===== config.mk =====
export PLATFORM = sky130hd
export DESIGN_NAME = one_wire_bus_master
export DESIGN_NICKNAME = d
export VERILOG_FILES = /design/src/rtl/owb_pkg.sv /design/src/rtl/owb_cfg.sv /design/src/rtl/owb_engine.sv /design/src/rtl/one_wire_bus_master.sv
export SDC_FILE = /design/constraint.sdc
export NUM_CORES = 1
export LEC_CHECK = 0
export BUFFER_PORTS_ARGS = -buffer_cell sky130_fd_sc_hd__buf_2
export CAP_MARGIN = 40
export CORE_MARGIN = 3
export CORE_UTILIZATION = 45
export DETAILED_ROUTE_END_ITERATION = 6
export HOLD_SLACK_MARGIN = 0.08
export PLACE_DENSITY = 0.7
export SETUP_SLACK_MARGIN = 0.3
export SYNTH_ARGS = -nofsm -noshare
export SYNTH_HDL_FRONTEND = slang
export SYNTH_SLANG_ARGS = --single-unit
export TNS_END_PERCENT = 50

===== constraint.sdc =====
create_clock -name i_clk -period 5 [get_ports i_clk]
set_clock_uncertainty 0.1 [all_clocks]
set_input_delay 0.5 -clock i_clk [delete_from_list [all_inputs] [get_ports i_clk]]
set_output_delay 0.5 -clock i_clk [all_outputs]
set_load 0.1 [all_outputs]

===== src/rtl/owb_pkg.sv =====
// Shared types and constants for the one-wire bus master.
// No dependencies; imported by every module of the block.
`default_nettype none

package owb_pkg;

    localparam int CFG_COUNT = 7;
    localparam int CFG_W     = 10;
    localparam int CFG_IDX_W = 3;

    // Register indexes on the configuration port
    localparam logic [CFG_IDX_W-1:0] CFG_RESET_LOW    = 3'd0;
    localparam logic [CFG_IDX_W-1:0] CFG_PRESENCE_WAIT = 3'd1;
    localparam logic [CFG_IDX_W-1:0] CFG_RESET_TAIL   = 3'd2;
    localparam logic [CFG_IDX_W-1:0] CFG_WR_ONE_LOW   = 3'd3;
    localparam logic [CFG_IDX_W-1:0] CFG_SLOT         = 3'd4;
    localparam logic [CFG_IDX_W-1:0] CFG_RD_LOW       = 3'd5;
    localparam logic [CFG_IDX_W-1:0] CFG_RD_RECOVER   = 3'd6;

    typedef logic [CFG_COUNT-1:0][CFG_W-1:0] t_cfg;

    localparam t_cfg CFG_RESET_VALUES = {
        10'd60,  // read recover
        10'd2,   // read low
        10'd50,  // slot
        10'd1,   // write one low
        10'd400, // reset tail
        10'd80,  // presence wait
        10'd480  // reset low
    };

    typedef struct packed {
        logic       pull_low;
        logic       busy_res;
        logic       done_res;
        logic       presence;
        logic [7:0] read_byte;
        logic       status;
    } t_owb_res;

endpackage

`default_nettype wire


===== src/rtl/owb_cfg.sv =====
// Timing register file of the one-wire bus master.
// Depends on owb_pkg for the register indexes and reset values.
`default_nettype none

module owb_cfg
    import owb_pkg::*;
(
    input  wire logic                 i_clk,
    input  wire logic                 i_rst_n,
    input  wire logic                 i_wr_en,
    input  wire logic [CFG_IDX_W-1:0] i_wr_index,
    input  wire logic [CFG_W-1:0]     i_wr_data,
    output t_cfg                      o_cfg
);

    t_cfg r_cfg;

    always_ff @(posedge i_clk) begin
        if (!i_rst_n) begin
            r_cfg <= CFG_RESET_VALUES;
        end else if (i_wr_en && (i_wr_index < CFG_IDX_W'(CFG_COUNT))) begin
            r_cfg[i_wr_index] <= i_wr_data;
        end
    end

    assign o_cfg = r_cfg;

endmodule

`default_nettype wire


===== src/rtl/owb_engine.sv =====
// Bus timing sequencer: holds phase, tick count, bit position and data byte,
// and works out one tick per step. Depends on owb_pkg.
`default_nettype none

module owb_engine
    import owb_pkg::*;
#(
    parameter int TICK_COUNT_WIDTH = 10
) (
    input  wire logic       i_clk,
    input  wire logic       i_rst_n,
    input  wire logic       i_step,
    input  wire logic [1:0] i_req_type,
    input  wire logic [7:0] i_data_byte,
    input  wire logic       i_line_level,
    input  wire t_cfg       i_cfg,
    output t_owb_res        o_res
);

    localparam logic [1:0] REQ_TICK  = 2'd0;
    localparam logic [1:0] REQ_RESET = 2'd1;
    localparam logic [1:0] REQ_WRITE = 2'd2;
    localparam logic [1:0] REQ_READ  = 2'd3;

    localparam logic [2:0] PH_IDLE     = 3'd0;
    localparam logic [2:0] PH_RST_LOW  = 3'd1;
    localparam logic [2:0] PH_RST_WAIT = 3'd2;
    localparam logic [2:0] PH_RST_TAIL = 3'd3;
    localparam logic [2:0] PH_WR_LOW   = 3'd4;
    localparam logic [2:0] PH_WR_HIGH  = 3'd5;
    localparam logic [2:0] PH_RD_LOW   = 3'd6;
    localparam logic [2:0] PH_RD_REC   = 3'd7;

    localparam int TW = TICK_COUNT_WIDTH;

    logic [2:0]    r_phase,      n_phase;
    logic [TW-1:0] r_ticks_left, n_ticks_left;
    logic [3:0]    r_bit_index,  n_bit_index;
    logic [7:0]    r_shift_byte, n_shift_byte;
    logic          r_presence,   n_presence;
    logic          r_first_tick, n_first_tick;
    logic [7:0]    r_last_read,  n_last_read;

    logic run;
    logic drive;
    logic done;
    logic refused;

    // Count loaded at a phase start; zero counts as one tick
    function automatic logic [TW-1:0] load_ticks(input logic [CFG_W-1:0] v);
        logic [15:0]   ext;
        logic [TW-1:0] t;
        ext = 16'(v);
        t   = ext[TW-1:0];
        if (t == '0) begin
            t = TW'(1);
        end
        return t;
    endfunction

    always_comb begin
        n_phase      = r_phase;
        n_ticks_left = r_ticks_left;
        n_bit_index  = r_bit_index;
        n_shift_byte = r_shift_byte;
        n_presence   = r_presence;
        n_first_tick = r_first_tick;
        n_last_read  = r_last_read;
        run          = 1'b0;
        drive        = 1'b0;
        done         = 1'b0;
        refused      = 1'b0;

        if (r_phase == PH_IDLE) begin
            if (i_req_type != REQ_TICK) begin
                run         = 1'b1;
                n_bit_index = 4'd0;
                n_first_tick = 1'b1;
                case (i_req_type)
                    REQ_RESET: begin
                        n_phase      = PH_RST_LOW;
                        n_ticks_left = load_ticks(i_cfg[CFG_RESET_LOW]);
                    end
                    REQ_WRITE: begin
                        n_shift_byte = i_data_byte;
                        n_phase      = PH_WR_LOW;
                        n_ticks_left = i_data_byte[0] ? load_ticks(i_cfg[CFG_WR_ONE_LOW])
                                                      : load_ticks(i_cfg[CFG_SLOT]);
                    end
                    REQ_READ: begin
                        n_shift_byte = 8'd0;
                        n_phase      = PH_RD_LOW;
                        n_ticks_left = load_ticks(i_cfg[CFG_RD_LOW]);
                    end
                    default: begin
                        n_phase = PH_IDLE;
                    end
                endcase
            end
        end else begin
            run     = 1'b1;
            refused = (i_req_type != REQ_TICK);
        end

        if (run) begin
            drive = (n_phase == PH_RST_LOW) || (n_phase == PH_WR_LOW) ||
                    (n_phase == PH_RD_LOW);
            if (n_first_tick) begin
                if (n_phase == PH_RST_TAIL) begin
                    n_presence = !i_line_level;
                end else if (n_phase == PH_RD_REC) begin
                    n_shift_byte = n_shift_byte |
                                   (8'({7'd0, i_line_level}) << n_bit_index[2:0]);
                end
            end
            n_first_tick = 1'b0;
            if (n_ticks_left != '0) begin
                n_ticks_left = n_ticks_left - TW'(1);
            end
            if (n_ticks_left == '0) begin
                case (n_phase)
                    PH_RST_LOW: begin
                        n_phase      = PH_RST_WAIT;
                        n_ticks_left = load_ticks(i_cfg[CFG_PRESENCE_WAIT]);
                        n_first_tick = 1'b1;
                    end
                    PH_RST_WAIT: begin
                        n_phase      = PH_RST_TAIL;
                        n_ticks_left = load_ticks(i_cfg[CFG_RESET_TAIL]);
                        n_first_tick = 1'b1;
                    end
                    PH_WR_LOW, PH_WR_HIGH: begin
                        if ((n_phase == PH_WR_LOW) && n_shift_byte[n_bit_index[2:0]]) begin
                            n_phase      = PH_WR_HIGH;
                            n_ticks_left = load_ticks(i_cfg[CFG_SLOT]);
                            n_first_tick = 1'b1;
                        end else begin
                            // zero bit has no released tail
                            n_bit_index = n_bit_index + 4'd1;
                            if (n_bit_index[3]) begin
                                n_phase = PH_IDLE;
                                done    = 1'b1;
                            end else begin
                                n_phase      = PH_WR_LOW;
                                n_ticks_left = n_shift_byte[n_bit_index[2:0]]
                                             ? load_ticks(i_cfg[CFG_WR_ONE_LOW])
                                             : load_ticks(i_cfg[CFG_SLOT]);
                                n_first_tick = 1'b1;
                            end
                        end
                    end
                    PH_RD_LOW: begin
                        n_phase      = PH_RD_REC;
                        n_ticks_left = load_ticks(i_cfg[CFG_RD_RECOVER]);
                        n_first_tick = 1'b1;
                    end
                    PH_RD_REC: begin
                        n_bit_index = n_bit_index + 4'd1;
                        if (n_bit_index[3]) begin
                            n_last_read = n_shift_byte;
                            n_phase     = PH_IDLE;
                            done        = 1'b1;
                        end else begin
                            n_phase      = PH_RD_LOW;
                            n_ticks_left = load_ticks(i_cfg[CFG_RD_LOW]);
                            n_first_tick = 1'b1;
                        end
                    end
                    default: begin
                        n_phase = PH_IDLE;
                        done    = 1'b1;
                    end
                endcase
            end
            if (n_phase == PH_IDLE) begin
                n_ticks_left = '0;
                n_first_tick = 1'b0;
            end
        end

        o_res.pull_low  = drive;
        o_res.busy_res  = run;
        o_res.done_res  = done;
        o_res.presence  = n_presence;
        o_res.read_byte = n_last_read;
        o_res.status    = refused;
    end

    always_ff @(posedge i_clk) begin
        if (!i_rst_n) begin
            r_phase      <= PH_IDLE;
            r_ticks_left <= '0;
            r_bit_index  <= 4'd0;
            r_shift_byte <= 8'd0;
            r_presence   <= 1'b0;
            r_first_tick <= 1'b0;
            r_last_read  <= 8'd0;
        end else if (i_step) begin
            r_phase      <= n_phase;
            r_ticks_left <= n_ticks_left;
            r_bit_index  <= n_bit_index;
            r_shift_byte <= n_shift_byte;
            r_presence   <= n_presence;
            r_first_tick <= n_first_tick;
            r_last_read  <= n_last_read;
        end
    end

endmodule

`default_nettype wire


===== src/rtl/one_wire_bus_master.sv =====
// One-wire bus master, one word per 1 us tick.
// Path from input accept to result: input register, then result register.
// Throughput: one word per cycle while the output is not stalled; each word is worked
// out in a single pass of the sequencer between the two registers.
// Reset (synchronous, active low): sequencer idle, no result valid, timing registers to defaults.
`default_nettype none

module one_wire_bus_master
    import owb_pkg::*;
#(
    parameter int TICK_COUNT_WIDTH = 10
) (
    input  wire logic                 i_clk,
    input  wire logic                 i_rst_n,
    input  wire logic                 i_in_valid,
    output logic                      o_in_ready,
    input  wire logic [1:0]           i_req_type,
    input  wire logic [7:0]           i_data_byte,
    input  wire logic                 i_line_level,
    output logic                      o_out_valid,
    input  wire logic                 i_out_ready,
    output logic                      o_pull_low,
    output logic                      o_busy_res,
    output logic                      o_done_res,
    output logic                      o_presence,
    output logic [7:0]                o_read_byte,
    output logic                      o_status,
    input  wire logic                 i_cfg_valid,
    output logic                      o_cfg_ready,
    input  wire logic [CFG_IDX_W-1:0] i_cfg_index,
    input  wire logic [CFG_W-1:0]     i_cfg_data
);

    logic       r_in_valid;
    logic [1:0] r_req_type;
    logic [7:0] r_data_byte;
    logic       r_line_level;
    logic       r_out_valid;
    t_owb_res   r_res;
    t_owb_res   step_res;
    t_cfg       cfg;
    logic       advance;
    logic       step;

    assign advance    = !r_out_valid || i_out_ready;
    assign step       = r_in_valid && advance;
    assign o_in_ready = !r_in_valid || advance;
    assign o_cfg_ready = 1'b1;

    owb_cfg u_cfg (
        .i_clk      (i_clk),
        .i_rst_n    (i_rst_n),
        .i_wr_en    (i_cfg_valid),
        .i_wr_index (i_cfg_index),
        .i_wr_data  (i_cfg_data),
        .o_cfg      (cfg)
    );

    owb_engine #(
        .TICK_COUNT_WIDTH (TICK_COUNT_WIDTH)
    ) u_engine (
        .i_clk        (i_clk),
        .i_rst_n      (i_rst_n),
        .i_step       (step),
        .i_req_type   (r_req_type),
        .i_data_byte  (r_data_byte),
        .i_line_level (r_line_level),
        .i_cfg        (cfg),
        .o_res        (step_res)
    );

    always_ff @(posedge i_clk) begin
        if (!i_rst_n) begin
            r_in_valid  <= 1'b0;
            r_out_valid <= 1'b0;
        end else begin
            if (o_in_ready) begin
                r_in_valid <= i_in_valid;
            end
            if (step) begin
                r_out_valid <= 1'b1;
            end else if (i_out_ready) begin
                r_out_valid <= 1'b0;
            end
        end
    end

    always_ff @(posedge i_clk) begin
        if (o_in_ready) begin
            r_req_type   <= i_req_type;
            r_data_byte  <= i_data_byte;
            r_line_level <= i_line_level;
        end
        if (step) begin
            r_res <= step_res;
        end
    end

    assign o_out_valid = r_out_valid;
    assign o_pull_low  = r_res.pull_low;
    assign o_busy_res  = r_res.busy_res;
    assign o_done_res  = r_res.done_res;
    assign o_presence  = r_res.presence;
    assign o_read_byte = r_res.read_byte;
    assign o_status    = r_res.status;

endmodule

`default_nettype wire

Yosys cells after proc, flatten, opt, wreduce, memory -nomap -nowiden
Index checks and enable logic that the tools add are counted.
{"block": "op_classes", "addsub": 2, "order_cmp": 5, "n_eq_ne": 10, "shift": 1, "muxes": 74, "n_bitwise": 1, "n_reduce_logical": 27}
{"operator": "2-to-1 mux 10 bit", "count": 20}
{"operator": "2-to-1 mux 8 bit", "count": 11}
{"operator": "logical NOT 10 bit", "count": 8}
{"operator": "bitwise mux 70 bit", "count": 1}
{"operator": "one-hot mux 10 bit (5 select lines)", "count": 1}
{"operator": "demux 10 bit (select 3 bit)", "count": 1}
{"operator": "one-hot mux 10 bit (3 select lines)", "count": 1}
{"operator": "2-to-1 mux 3 bit", "count": 8}
{"operator": "2-to-1 mux 4 bit", "count": 5}
{"operator": "2-to-1 mux 1 bit", "count": 18}
{"operator": "one-hot mux 8 bit (2 select lines)", "count": 1}
{"operator": "one-hot mux 3 bit (5 select lines)", "count": 1}
{"operator": "equality test 3 bit, second input constant", "count": 4}
{"operator": "less-than comparator 3 x 4 -> 1 bit, second input constant", "count": 3}
{"operator": "nonzero test 10 bit", "count": 1}
{"operator": "subtractor 10 x 1 -> 10 bit, second input constant", "count": 1}
{"operator": "one-hot mux 3 bit (3 select lines)", "count": 1}
{"operator": "bitwise OR 8 bit", "count": 1}
{"operator": "one-hot mux 4 bit (2 select lines)", "count": 1}
{"operator": "left shift 1 x 3 -> 8 bit", "count": 1}
{"operator": "binary-select mux 1 bit (select 3 bit)", "count": 2}
{"operator": "equality test 3 x 2 -> 1 bit, second input constant", "count": 2}
{"operator": "logical NOT 3 bit", "count": 2}
{"operator": "one-hot mux 1 bit (3 select lines)", "count": 2}
{"operator": "other kinds (13)", "count": 23}
{"block": "word_totals", "regBits": 131, "inputBits": 29, "out_inout_bits": 16, "wordCells": 145}

Depth between registers and ports, before layout
Gate-level depths: netlist of run 1.
{"block": "logic_depth", "word_depth": 19, "mapped_depth": 16, "mapped_depth_nobuf": 14}

Modules after synthesis
Synthesis of run 1 repeated with hierarchy kept, for this count alone.
{"block": "unflattened", "cells_unflattened": 888, "area_unflattened_um2": 7747.4}
{"mod": "owb_engine", "n_inst": 1, "cells_each": 593, "area_per_inst_um2": 4216.5, "seq_area_each_um2": 700.7}
{"mod": "owb_cfg", "n_inst": 1, "cells_each": 261, "area_per_inst_um2": 2717.6, "seq_area_each_um2": 1401.3}
{"mod": "one_wire_bus_master", "n_inst": 1, "cells_each": 34, "area_per_inst_um2": 813.3, "seq_area_each_um2": 760.7}

Worst setup path after synthesis of run 1
Ideal clock, no wire load.
{"block": "synth_path", "path_type": "reg-to-reg", "start": "register u_engine.r_phase[0]", "end": "register r_res, in the netlist o_read_byte[2] (data pin)", "setup_time_ns": 0.260, "arrival_time_ns": 4.042, "required_time_ns": 4.640, "path_slack_ns": 0.597, "path_stages_with_launch": 17, "path_buffers": 2, "period_less_slack_ns": 4.403, "path_cell_list": "dfxtp_1 -> or3_1 -> buf_6 -> nor2_4 -> a41oi_1 -> nor2_1 -> ha_1 -> nand3_1 -> o2bb2a_1 -> nor4_2 -> nand2_1 -> nor2_1 -> o2111ai_2 -> or2_1 -> or3_1 -> buf_6 -> mux2_4"}
{"item": "start, declared", "line": "owb_engine.sv:36", "text": "logic [2:0] r_phase, n_phase;"}
{"item": "start signal, assigned", "line": "owb_engine.sv:199", "text": "r_phase <= n_phase;"}
{"item": "end signal, assigned", "line": "one_wire_bus_master.sv:95", "text": "r_res <= step_res;"}
{"item": "end, declared", "line": "one_wire_bus_master.sv:39", "text": "t_owb_res r_res;"}

==> qor.txt, run 1 <==
status = finished, final reports clean
EDFF count, synth = 24
largest net degree at the start of global routing = 43
Place WS = 0.372 ns
clock root buffer master = clkbuf_16
Antenna Nets Post-Route = 0
final worst-path cycle share = 90.1%
post-route cell area = 8450 µm²
met2 GRT Util = 40.5%
slew margin rel. = 43.0%
num ports = 45
CTS Buf Count = 17
WS Path Type = reg2reg
routability cong. = 0.977
Util after Layout = 52.8%
power per cell area = 340 nW/µm²
CTS tree = built
die height = 134 µm
area delta synth->final = 14.2%
GRT Max-Usage Layer = met2
fin worst setup slack = 0.496 ns
worst slew pin tran = 0.849 ns
Pwr Total = 2.87 mW
Total GRT Usage = 25.4%
Die Area = 18000 µm²
ranking of synthesized cells by area = dfxtp_1, nand2_1, edfxtp_1
core area = 16000 µm²
Post-synth ARST share = 0%
Antenna diodes = 0
TNS Setup = 0 ns
drt initial violations = 772
Post-DP Area = 7850 µm²
htree depth = 4
Worst Path Max Fanout = 12
hold slack final = 0.140 ns
clk sinks = 131
Sequential cell area = 2860 µm²
Post-Syn Nets = 932
prevailing post-synth register cell = dfxtp_1
initial antenna violation count = 0
vias after detailed routing = 7114
critical path endpoint category = register
layout cells sized above 1 = 15.4%
flops & latches, synth = 131
placed cell count = 1132
met1 usage = 33.6%
Ys Warns = 0
vias per std cell = 6.09
RSZ-0062 raised after global routing = false
Max Transition Viols Final = 0
Max Cap Viol = 0
Detailed Route WL = 22900 µm
Post-route DRC = 0
Initial Utilization = 46.3%
Initial DRT Pass Iterations = 7
Final Non-Filler Cells = 1168
Netlist cell types = 78
multi-input logic area = 4260 µm²
met3 usage = 5.74%
Final min period = 4.50 ns
top cell type by total area after synthesis = dfxtp_1
Critical Path RT = 5.08 ns
GRT overflow = 0
leakage power = 3.29 nW
die width = 134 µm
Syn Inst Count = 901
Worst Path Arrival = 4.58 ns
global-route wire length before repair = 35900 µm
setup violators final = 0
syn_area_per_cell = 8.22 µm²
dpl hpwl = 16600 µm
drt wl/cell = 19.6 µm
port bufs = 43
Achievable Freq = 222 MHz
Max clock buf depth = 2
VDD IR-drop max = 282 µV
final hold vios = 0
Worst Hold Class = in2reg
nets@finish = 971
synthesized area = 7400 µm²
Worst-path clk slew = 0.06 ns
fill count = 1526
worst skew pair latency = 0.44 ns
Startpoint Class = register
share of the synthesized area in the top cell type = 28.9%
row cnt = 46
cts hold-fix bufs = 0
number of global-route vias before repair = 6535
Seq/Total Area, Yosys = 38.7%
[report_power, final]
part           total [mW]  switching (mW)  internal (mW)
Clock                1.16           0.482          0.676
Sequential           1.15          0.0318           1.11
Combinational       0.568           0.369          0.199
Total                2.87           0.883           1.99
[area by class of cell]
cell class	instances	share of cell area, %
flip-flops and latches	131	33.9
repair buffers	78	5.57
inverters	13	0.577
well taps	216	3.20
multi-input cells	699	50.3
clock buffers	21	5.58
clock inverters	10	0.873
[cells by family after synthesis]
| kind of cell | count (synthesis) | share of synthesized area (%) |
|---|---|---|
| and+or+nand+nor | 391 | 24.1 |
| AOI/OAI and AO/OA | 246 | 23.8 |
| DFF | 131 | 38.7 |
| buffers and inverters | 71 | 4.27 |
| muxes | 54 | 8.16 |
| xor gates and xnor gates | 5 | 0.592 |
| adders and majority gates | 2 | 0.338 |
| other | 1 | 0.0506 |
[cells in the final DEF (no fill, tap or decap), types with 4 or more instances in the layout]
| cell | synthesis | layout |
|---|---|---|
| o31ai_1 | 8 | 8 |
| nand2_1 | 208 | 208 |
| a21oi_1 | 29 | 29 |
| nand3_1 | 44 | 44 |
| nand2b_1 | 8 | 8 |
| dfxtp_1 | 107 | 107 |
| buf_2 | 10 | 46 |
| o21ai_0 | 42 | 42 |
| nor2b_1 | 14 | 14 |
| inv_1 | 12 | 12 |
| nor3_1 | 23 | 21 |
| a21boi_0 | 58 | 58 |
| or2_2 | 5 | 5 |
| o31a_1 | 5 | 5 |
| o211ai_1 | 7 | 7 |
| nor4_1 | 11 | 11 |
| mux2i_1 | 39 | 39 |
| a31oi_1 | 7 | 7 |
| nand4_1 | 8 | 8 |
| buf_4 | 2 | 32 |
| o211a_1 | 14 | 14 |
| o21ai_1 | 7 | 7 |
| o22ai_1 | 6 | 6 |
| clkbuf_16 | 0 | 18 |
| o221a_2 | 4 | 4 |
| mux2_2 | 9 | 9 |
| o21a_1 | 8 | 8 |
| edfxtp_1 | 24 | 24 |
| nor2_1 | 45 | 45 |
| o22a_1 | 4 | 4 |
[registers in the layout, indices dropped and copies added (netlist names)]
register and count:
u_engine.r_presence 1, u_engine.r_bit_index 4, o_read_byte 8, o_out_valid 1, u_engine.r_ticks_left 10, r_in_valid 1
o_pull_low 1, u_engine.r_phase 3, u_engine.r_last_read 8, o_status 1, u_engine.r_shift_byte 8, r_line_level 1
u_cfg.o_cfg 70, r_req_type 2, o_done_res 1, r_data_byte 8, u_engine.r_first_tick 1, o_presence 1
o_busy_res 1
[routing by layer]
| metal | part of all wire, % | up-vias |
|---|---|---|
| li1 | - | 3356 |
| met1 | 43 | 3328 |
| met2 | 45 | 347 |
| met3 | 7.3 | 83 |
| met4 | 3.7 | 0 |
| met5 | 0 | - |
[worst paths after layout]
kind | from | endpoint | slack (ns) | cells past startpoint
worst min-delay path | i_req_type[0] | r_req_type[0] | 0.14 | 1
worst min register to register | u_cfg.o_cfg[40] | u_cfg.o_cfg[40] | 0.37 | 2
worst max register to register | r_data_byte[0] | o_read_byte[3] | 0.50 | 13
worst max-delay path | r_data_byte[0] | o_read_byte[3] | 0.50 | 13
[synthesized netlist by cell type, types with 9 or more instances]
cell type    n
buf_2       10
a21boi_0    58
clkbuf_1    39
nand3_1     44
a21oi_1     29
inv_1       12
nor4_1      11
nor3_1      23
dfxtp_1    107
nor2b_1     14
o21ai_0     42
nand2_1    208
edfxtp_1    24
nor2_1      45
o211a_1     14
mux2_2       9
mux2i_1     39
[timing repair]
action                     CTS  global route
buffers inserted             0             5
gates resized for setup      0             4
setup endpoints to repair    0            16
[critical path: stages, from the launching register on]
cell and delay (ns):
edfxtp_1 0.73, mux2i_1 0.26, o22ai_1 0.11, mux2i_1 0.28, ha_1 0.30, nand3_1 0.08, o2bb2a_1 0.40, nor3_1 0.22
a21oi_1 0.12, o31ai_1 0.36, o2111ai_2 0.21, or2_1 0.28, or3_4 0.47, mux2_4 0.32
No activity file was read; power rests on OpenSTA's default activity.
==> run 2: changes to the inputs <==
--- a/config.mk
+++ b/config.mk
@@ -5,10 +5,12 @@
 export SDC_FILE = /design/constraint.sdc
 export NUM_CORES = 1
 export LEC_CHECK = 0
+export ABC_AREA = 1
 export BUFFER_PORTS_ARGS = -buffer_cell sky130_fd_sc_hd__buf_2
 export CAP_MARGIN = 40
 export CORE_MARGIN = 3
 export CORE_UTILIZATION = 45
+export CTS_CLUSTER_SIZE = 12
 export DETAILED_ROUTE_END_ITERATION = 6
 export HOLD_SLACK_MARGIN = 0.08
 export PLACE_DENSITY = 0.7
==> constraint.sdc (replaced) <==
create_clock -name i_clk -period 5.2 [get_ports i_clk]
set_clock_uncertainty 0.1 [all_clocks]
set_input_delay 0.52 -clock i_clk [delete_from_list [all_inputs] [get_ports i_clk]]
set_output_delay 0.52 -clock i_clk [all_outputs]
set_load 0.1 [all_outputs]
==> qor.txt, run 2 <==
status = finished, final reports clean
TNS Setup = 0 ns
Max clock buf depth = 2
dpl hpwl = 16900 µm
core area = 16000 µm²
cts hold-fix bufs = 0
layout cells sized above 1 = 9.42%
synth cell count leaders = nand2_1, inv_1, nor2_1
setup violators final = 0
worst skew pair latency = 0.42 ns
clk sinks = 131
Flop pwr share = 39.1%
flops & latches, synth = 131
Critical Path Max Stage Delay = 0.56 ns
Critical Path Most Common Cell = nand2_1
initial antenna violation count = 0
port bufs = 43
postcts setup bufs = 0
WP buf/inv = 3
Ys Warns = 0
clock root buffer master = clkbuf_16
vias after detailed routing = 7608
share of the synthesized area in the top cell type = 28.8%
Critical Path RT = 5.42 ns
GRT overflow = 0
Post-route DRC = 0
row cnt = 46
htree depth = 4
die width = 135 µm
Max Transition Viols Final = 0
area delta synth->final = 12.6%
worst slew pin tran = 0.881 ns
Worst Path Arrival = 4.19 ns
drt wl/cell = 16.5 µm
Seq/Total Area, Yosys = 38.5%
critical path endpoint category = register
ranking of synthesized cells by area = dfxtp_1, nand2_1, edfxtp_1
drt initial violations = 878
synthesized area = 7430 µm²
prevailing post-synth register cell = dfxtp_1
Worst-path clk slew = 0.06 ns
Initial DRT Pass Iterations = 6
syn_area_per_cell = 6.46 µm²
switching power of the nets = 873 µW
Antenna diodes = 0
CTS tree = built
Die Area = 18100 µm²
leakage power = 3.78 nW
final hold vios = 0
clock group share of total power = 42.0%
num ports = 45
Util after Layout = 52.3%
top cell type by total area after synthesis = dfxtp_1
Achievable Freq = 252 MHz
routability cong. = 1.04
CTS Buf Count = 17
Startpoint Class = register
number of global-route vias before repair = 6661
power share of the combinational group = 19.0%
RSZ-0062 raised after global routing = false
sequence of cells on the critical path = inv_2 > nor2_1 > nand3_1 > nand2_1 > nand2_1 > ha_1 > nand2_1 > nor2_4 > nand2_1 > nand2_1 > nand2_1 > nand3_1 > nor2_1 > nand2_1 > nor2_2 > nand2_2 > clkinv_2 > nand2_1 > nand2_1 > o21ai_1 > o21ai_1 > inv_1
largest net degree at the start of global routing = 78
Max Cap Viol = 0
hold slack final = 0.167 ns
Critical-path top delay cell = edfxtp_1
Total GRT Usage = 25.6%
Worst Path Max Fanout = 22
nets@finish = 1207
Place WS = 1.32 ns
final worst-path cycle share = 76.4%
Post-synth ARST share = 0%
Worst Hold Class = in2reg
power per cell area = 341 nW/µm²
Initial Utilization = 46.5%
post_cts resized = 0
EDFF count, synth = 24
Post-DP Area = 7770 µm²
Detailed Route WL = 23200 µm
vias per std cell = 5.41
fin worst setup slack = 1.23 ns
most common cell after layout, fill and taps aside = nand2_1
placed cell count = 1373
Final min period = 3.97 ns
Cell Int Power = 1.98 mW
fill count = 1647
CP top delay family = simple AND/OR/NAND/NOR gates
Final Non-Filler Cells = 1405
sw frac = 30.6%
Largest register FFs = 70
die height = 135 µm
most frequent cell after synthesis = nand2_1
Pwr Total = 2.85 mW
WS Path Type = reg2reg
Antenna Nets Post-Route = 0
Netlist cell types = 42
Syn Inst Count = 1150
commonest non-fill, non-tap cells in the layout = nand2_1, inv_1, nor2_1
Post-Syn Nets = 1181
global-route wire length before repair = 36300 µm
VDD IR-drop max = 259 µV
post-route cell area = 8370 µm²
slew margin rel. = 40.8%
## run 2: power groups by stage
stage	sequential (mW)	combinational (mW)	clock (mW)
global placement	1.13	0.527	0
floorplan	1.16	0.358	0
CTS	1.11	0.529	1.21
global route	1.12	0.597	1.25
detailed placement	1.13	0.527	0
finish	1.11	0.541	1.20
## run 2: metal layers
layer	vias up	GRT usage (%)	wire, µm
li1	3792	-	-
met5	-	0	0
met2	347	38.2	10200
met1	3423	36.3	10300
met3	46	5.66	2010
met4	0	9.50	674
## run 2: cells by family after synthesis
group / count (synthesis) / share of synthesized area (%)
and+or+nand+nor: 580 / 33.2
AOI/OAI and AO/OA: 241 / 17.2
buffers and inverters: 192 / 10.3
DFF: 131 / 38.5
xor gates and xnor gates: 3 / 0.353
adders and majority gates: 2 / 0.337
other: 1 / 0.0504
## run 2: area by class of cell
class,instances,area [µm²],area share (%)
Clock buffer,25,528,6.31
Multi-Input combinational cell,827,3810,45.5
Tap cell,216,270,3.23
Clock inverter,7,67.6,0.807
Timing Repair Buffer,49,268,3.20
Inverter,150,564,6.74
Sequential cell,131,2860,34.2
## run 2: path summary, 6_finish.rpt
| kind | from | to | slack, ns | cells after the start |
|---|---|---|---|---|
| setup / recovery | r_req_type[1] | u_engine.r_bit_index[1] | 1.23 | 22 |
| hold / removal | i_data_byte[6] | r_data_byte[6] | 0.17 | 1 |
| hold reg to reg | u_engine.r_shift_byte[2] | u_engine.r_shift_byte[2] | 0.37 | 2 |
| setup reg to reg | r_req_type[1] | u_engine.r_bit_index[1] | 1.23 | 22 |
